[config.mk]
export PLATFORM = sky130hd
export DESIGN_NAME = utf8_sequence_filter
export DESIGN_NICKNAME = d
export VERILOG_FILES = /design/src/hw/rtl/utf8sf_pkg.sv /design/src/hw/rtl/utf8_sequence_filter.sv
export VERILOG_INCLUDE_DIRS = /design/src /design/src/hw/rtl
export SDC_FILE = /design/constraint.sdc
export NUM_CORES = 1
export LEC_CHECK = 0
export ABC_AREA = 0
export BUFFER_PORTS_ARGS = -buffer_cell sky130_fd_sc_hd__buf_2
export CAP_MARGIN = 0
export CORE_MARGIN = 5
export CORE_UTILIZATION = 62
export DETAILED_ROUTE_END_ITERATION = 10
export PLACE_DENSITY = 0.79
export SLEW_MARGIN = 20
export SYNTH_ARGS = -nofsm -noshare
export SYNTH_HDL_FRONTEND = slang
export SYNTH_SLANG_ARGS = --single-unit
[constraint.sdc]
create_clock -name clk -period 10.19 [get_ports clk]
set_input_delay 0.5095 -clock clk [delete_from_list [all_inputs] [get_ports clk]]
set_output_delay 0.5095 -clock clk [all_outputs]
set_load 0.05 [all_outputs]
[src/hw/rtl/utf8_sequence_filter_defines.svh]
// Assertion macros for the UTF-8 sequence filter.
// Both forms sample on clk; the first is masked while rst_n is low.
`ifndef UTF8_SEQUENCE_FILTER_DEFINES_SVH
`define UTF8_SEQUENCE_FILTER_DEFINES_SVH

`ifndef SYNTHESIS
`define UTF8SF_ASSERT(lbl, prop, msg) \
  lbl: assert property (@(posedge clk) disable iff (!rst_n) (prop)) else $error(msg);
`define UTF8SF_ASSERT_RST(lbl, prop, msg) \
  lbl: assert property (@(posedge clk) (prop)) else $error(msg);
`else
`define UTF8SF_ASSERT(lbl, prop, msg)
`define UTF8SF_ASSERT_RST(lbl, prop, msg)
`endif

`endif

[src/hw/rtl/utf8sf_pkg.sv]
package utf8sf_pkg;

  // output queue
  localparam int unsigned FIFO_DEPTH = 8;
  localparam int unsigned PTR_W      = 3;
  localparam int unsigned FILL_W     = 4;
  localparam int unsigned MAX_BURST  = 4;

  // byte classes
  localparam logic [7:0] LEAD_LO  = 8'd192;
  localparam logic [7:0] LEAD_END = 8'd248;

  // scalar value limits
  localparam logic [20:0] CP_SURR_LO  = 21'h00D800;
  localparam logic [20:0] CP_SURR_END = 21'h00E000;
  localparam logic [20:0] CP_MAX      = 21'h10FFFF;

  typedef struct packed {
    logic [7:0] data;
    logic       last;
  } out_entry_t;

  typedef logic [3:0][7:0] seq_t;

  // sequence length from lead bits [5:3]; leads 248 and up are screened out before
  function automatic logic [2:0] lead_length(input logic [7:0] lead);
    logic [2:0] len;
    unique case (lead[5:3])
      3'd0, 3'd1, 3'd2, 3'd3: len = 3'd2;
      3'd4, 3'd5:             len = 3'd3;
      default:                len = 3'd4;
    endcase
    return len;
  endfunction

  function automatic logic [20:0] decode_cp(input logic [2:0] len, input seq_t seq);
    logic [20:0] cp;
    unique case (len)
      3'd2:    cp = {10'd0, seq[0][4:0], seq[1][5:0]};
      3'd3:    cp = {5'd0, seq[0][3:0], seq[1][5:0], seq[2][5:0]};
      default: cp = {seq[0][2:0], seq[1][5:0], seq[2][5:0], seq[3][5:0]};
    endcase
    return cp;
  endfunction

  function automatic logic is_scalar(input logic [20:0] cp);
    return (cp < CP_SURR_LO) || ((cp >= CP_SURR_END) && (cp <= CP_MAX));
  endfunction

endpackage

[src/hw/rtl/utf8_sequence_filter.sv]
// Output: an ASCII beat or a valid sequence is written whole into the output queue as
// its last beat is taken; it leaves in order, out_tlast set on its final byte.
// Throughput: one input beat per cycle while the 8-entry output queue holds at most
// four beats (room for a 4-byte sequence); drains one beat per cycle if out_tready.
// Reset (rst_n low, synchronous): queue emptied, no open sequence; held bytes keep
// whatever they had, as they are only read after being written.
`include "utf8_sequence_filter_defines.svh"

module utf8_sequence_filter (
  input  logic       clk,
  input  logic       rst_n,
  // input channel
  input  logic       in_tvalid,
  output logic       in_tready,
  input  logic [7:0] in_tdata,   // [7:0] in_byte
  // result channel
  output logic       out_tvalid,
  input  logic       out_tready,
  output logic [7:0] out_tdata,  // [7:0] out_byte
  output logic       out_tlast   // last
);

  localparam logic [utf8sf_pkg::FILL_W-1:0] READY_LIMIT =
    utf8sf_pkg::FILL_W'(utf8sf_pkg::FIFO_DEPTH - utf8sf_pkg::MAX_BURST);

  // sequence collection state
  logic [7:0] held_r [0:2];
  logic [1:0] bytes_held_r, bytes_held_nxt;
  logic [2:0] expected_length_r, expected_length_nxt;
  logic       hold_we;

  // output queue
  utf8sf_pkg::out_entry_t                q_r [0:utf8sf_pkg::FIFO_DEPTH-1];
  logic [utf8sf_pkg::PTR_W-1:0]          head_r, head_nxt;
  logic [utf8sf_pkg::PTR_W-1:0]          tail_r, tail_nxt;
  logic [utf8sf_pkg::FILL_W-1:0]         fill_r, fill_nxt;
  logic [2:0]                            wr_cnt;
  utf8sf_pkg::out_entry_t                wr_ent [0:utf8sf_pkg::MAX_BURST-1];
  logic [utf8sf_pkg::PTR_W-1:0]          wr_idx [0:utf8sf_pkg::MAX_BURST-1];

  logic                  in_hs, out_hs;
  logic [2:0]            seq_len;
  utf8sf_pkg::seq_t      seq;
  logic [3:0][7:0]       wr_byte;
  logic [7:0]            b;

  assign in_hs  = in_tvalid & in_tready;
  assign out_hs = out_tvalid & out_tready;
  assign b      = in_tdata;

  // ready while the queue has room for a full burst, that is, holds at most four entries
  assign in_tready  = (fill_r <= READY_LIMIT);
  assign out_tvalid = (fill_r != '0);
  assign out_tdata  = q_r[head_r].data;
  assign out_tlast  = q_r[head_r].last;

  // the sequence as it stands if this beat completes it
  assign seq_len = {1'b0, bytes_held_r} + 3'd1;
  always_comb begin
    seq[0] = held_r[0];
    seq[1] = (seq_len == 3'd2) ? b : held_r[1];
    seq[2] = (seq_len == 3'd3) ? b : held_r[2];
    seq[3] = b;
  end

  always_comb begin
    bytes_held_nxt      = bytes_held_r;
    expected_length_nxt = expected_length_r;
    hold_we             = 1'b0;
    wr_cnt              = 3'd0;
    wr_byte             = seq;
    if (in_hs) begin
      priority if (!b[7]) begin
        // ASCII: passes, any open sequence is abandoned
        bytes_held_nxt = 2'd0;
        wr_cnt         = 3'd1;
        wr_byte[0]     = b;
      end else if (bytes_held_r == 2'd0) begin
        // stray continuations and bad leads fall through and are dropped
        if (b >= utf8sf_pkg::LEAD_LO && b < utf8sf_pkg::LEAD_END) begin
          expected_length_nxt = utf8sf_pkg::lead_length(b);
          bytes_held_nxt      = 2'd1;
          hold_we             = 1'b1;
        end
      end else if (b[7:6] != 2'b10) begin
        // non-continuation mid-sequence: drop it and the partial
        bytes_held_nxt = 2'd0;
      end else if (seq_len < expected_length_r && bytes_held_r < 2'd3) begin
        bytes_held_nxt = bytes_held_r + 2'd1;
        hold_we        = 1'b1;
      end else begin
        bytes_held_nxt = 2'd0;
        if (utf8sf_pkg::is_scalar(utf8sf_pkg::decode_cp(seq_len, seq))) begin
          wr_cnt = seq_len;
        end
      end
    end
  end

  always_comb begin
    for (int k = 0; k < utf8sf_pkg::MAX_BURST; k++) begin
      wr_idx[k]      = tail_r + utf8sf_pkg::PTR_W'(k);
      wr_ent[k].data = wr_byte[k];
      wr_ent[k].last = ((3'(k) + 3'd1) == wr_cnt);
    end
  end

  assign head_nxt = head_r + utf8sf_pkg::PTR_W'(out_hs);
  assign tail_nxt = tail_r + utf8sf_pkg::PTR_W'(wr_cnt);
  assign fill_nxt = fill_r + utf8sf_pkg::FILL_W'(wr_cnt) - utf8sf_pkg::FILL_W'(out_hs);

  always_ff @(posedge clk) begin
    if (!rst_n) begin
      bytes_held_r      <= 2'd0;
      expected_length_r <= 3'd0;
      head_r            <= '0;
      tail_r            <= '0;
      fill_r            <= '0;
    end else begin
      bytes_held_r      <= bytes_held_nxt;
      expected_length_r <= expected_length_nxt;
      head_r            <= head_nxt;
      tail_r            <= tail_nxt;
      fill_r            <= fill_nxt;
    end
  end

  // payload storage, no reset
  always_ff @(posedge clk) begin
    if (hold_we) begin
      held_r[bytes_held_r] <= b;
    end
    for (int k = 0; k < utf8sf_pkg::MAX_BURST; k++) begin
      if (3'(k) < wr_cnt) begin
        q_r[wr_idx[k]] <= wr_ent[k];
      end
    end
  end

  // checks
  `UTF8SF_ASSERT(a_fill_bound, fill_r <= utf8sf_pkg::FILL_W'(utf8sf_pkg::FIFO_DEPTH), "output queue overfilled")
  `UTF8SF_ASSERT(a_open_seq, (bytes_held_r != 2'd0) |-> (expected_length_r >= 3'd2 && 3'(bytes_held_r) < expected_length_r), "open sequence inconsistent with its length")
  `UTF8SF_ASSERT(a_ascii_push, (in_hs && !in_tdata[7]) |=> (fill_r == $past(fill_r) + 4'd1 - 4'($past(out_hs))), "ASCII beat not queued")
  `UTF8SF_ASSERT_RST(a_reset, !rst_n |=> (fill_r == '0 && bytes_held_r == 2'd0), "reset left state behind")

endmodule

==> results.yml <==
critical_path:
  cp_top_family: "compound AO/OA/AOI/OAI gates"
  max_stage_delay_ps: 530
  end_kind: "flop"
  required_ps: 10180
  cp_slowest_cell: "ha_1"
  cp-start-kind: "flop"
  crit_buf_inv: 0
  crit_fanout: 16
  arrival_ps: 4370
  crit_type: "reg -> reg"
  crit_path_cell_trace: "ha_1 > mux2_2 > nand4_1 > o31a_1 > o21ai_4 > nor4_4 > or2_0 > o21bai_1"
grt:
  grt_use_total_pct: 32.4
  overflow: 0
  grt_pass1_wl_um: 34800
  grt_max_degree: 21
  first_global_vias: 5582
  antenna_found_initial: 0
cts:
  cts_buffers: 9
  cts_max_path_buffers: 2
  htree_levels: 3
  clk_latency_ps: 360
  clk_pin_slew_worst_paths_ps: 70
  cts_sinks: 111
  postCtsSetupRepairBufs: 0
  cts_root_buf: "clkbuf_16"
  hold_buffers: 0
  cts_tree: "built"
  ctsResizeCount: 0
layout:
  fillers: 915
  antennaDiodeCount: 0
  nets: 693
  area_delta_synth_final_pct: 6.33
  final_area_um2: 7970
  layout-drive-gt1-share_pct: 20.2
  final_util_pct: 66.9
detailed_routing:
  drt-initial-drc-count: 1044
  via_per_inst: 7.33
  drc: 0
  drt-pass1-iter-count: 6
  ant_nets: 0
  wirelength_um: 22900
  num_vias: 5970
  routedWlPerCell_um: 28.1
yosys:
  synth.avg_cell_area_um2: 11.3
  yosysWarnings: 0
  synth.top_cell.area_share_pct: 38.5
  synth_edf_count: 96
  synth_xor_area_share_pct: 1.29
  synth_top_area_cell: "edfxtp_1"
  synth-simple-area-share_pct: 14.6
  synth_compound_area_share_pct: 16.8
  syn-num-nets: 693
  synthMuxAreaShare_pct: 18.0
  syn_area_um2: 7490
  synthAdderAreaFrac_pct: 3.21
  yosysUniqueCellTypes: 73
  synth_flop_cell: "edfxtp_1"
  syn_inst: 663
  seq_area_frac_synth_pct: 42.5
  synth-seq-cells: 111
  synthTopCellsByArea: "edfxtp_1, mux2i_1, mux4_2"
  async_reset_ff_share_pct: 0
  synth_top_family_by_area: "multiplexers"
placement:
  post_dp_cell_area_um2: 7640
  dp_hpwl_um: 16600
  gp_congestion: 1.06
  io_buffers: 22
timing:
  worst_slew_pin_slew_ps: 1120
  finalSetupViolCount: 0
  fin_crit_ps: 4380
  finClkSkew_ps: 5.60
  drv_slew: 0
  final_hold_viol_count: 0
  max_freq_mhz: 228
  tns_ps: 0
  rsz0062_at_grt: "false"
  whs_ps: 455
  max-slew-margin-rel_pct: 23.2
  final.period_utilization_pct: 43.0
run_status:
  outcome: "complete, no violations"
worst_hold_path:
  hold_path_class: "in -> reg"
floorplan:
  start_util_pct: 62.9
  io_pins: 23
  die_x_um: 120
  core.rowCount: 40
  dieArea_um2: 14400
  coreArea_um2: 11900
  die_h_um: 120
job:
  cap_violations: 0
power:
  p_leak_uw: 0.00297
  peakVddDrop_v: 0.000117
  power_uw: 1430
  p_per_area_nw_per_um2: 180
## through the flow
step	setup slack, ps	std cells
2_1_floorplan	6790	663
3_3_place_gp	6030	799
3_5_place_dp	5940	799
4_1_cts	5930	815
5_1_grt	5610	815
6_report	5810	815
## Yosys cell counts, drive strengths merged, types with 9 or more instances
cell	number
ha	16
buf	20
mux2	31
nand3	20
or2	14
inv	19
nor2	42
a21oi	19
dfxtp	15
nand2	30
a22oi	51
mux4	18
o21ai	50
mux2i	58
edfxtp	96
nor3	22
and2	11
o22ai	9
clkbuf	19
## logic make-up (layout without fill, tap and decap cells)
| family | count (synthesis) | in the layout |
|---|---|---|
| xor+xnor | 11 | 11 |
| fa+ha+maj | 18 | 18 |
| mux | 107 | 107 |
| buf+inv | 59 | 64 |
| simple gates | 181 | 181 |
| flops | 111 | 111 |
| compound gates | 176 | 176 |
## final timing paths
| path | endpoint | depth (start not counted) | slack [ps] | startpoint |
|---|---|---|---|---|
| worst max-delay path | q_r[7][6] | 8 | 5810 | bytes_held_r[0] |
| worst min-delay path | head_r[0] | 2 | 450 | rst_n |
| worst max register to register | q_r[7][6] | 8 | 5810 | bytes_held_r[0] |
| worst min register to register | expected_length_r[0] | 2 | 470 | expected_length_r[0] |
## report_power, final
group | internal [µW] | total, µW | switching, µW
Sequential | 525 | 547 | 22.0
Clock | 218 | 384 | 165
Combinational | 176 | 501 | 325
Total | 919 | 1430 | 512
## state kept, by name (all words and copies together), names as in the netlist
name,flops
tail_r,3
fill_r,4
q_r,72
expected_length_r,3
held_r,24
head_r,3
bytes_held_r,2
## area by class of cell
cell class                      instances  area [µm²]  area share, %
Clock inverter                          7         101           1.27
Multi-Input combinational cell        493        4050           50.8
Tap cell                              147         184           2.31
Sequential cell                       111        3180           39.9
Timing Repair Buffer                   28         155           1.95
Clock buffer                            9         225           2.83
Inverter                               20        75.1          0.942
## cell usage in the layout, fill, tap and decap left out, types with 8 or more instances in the layout
cell        n
edfxtp_1   96
mux2i_1    58
a22oi_1    51
nor2_1     39
o21ai_0    39
nand2_1    30
mux2_2     28
buf_2      22
inv_1      19
a21oi_1    18
mux4_2     18
nand3_1    17
ha_1       16
dfxtp_1    15
nor3_1     13
o21ai_1    10
and2_1      9
clkbuf_16   9
or2_2       8
xnor2_1     8
o22ai_1     8
a32oi_1     8
o21bai_1    8
## per-layer routing
metal	vias up	wire, µm	GRT usage (%)
met2	437	10400	50.1
met4	0	871	10.7
met3	78	2620	8.67
met5	-	0	0
met1	2862	9000	44.6
li1	2593	-	-
Power figures use the tool's default switching activity.
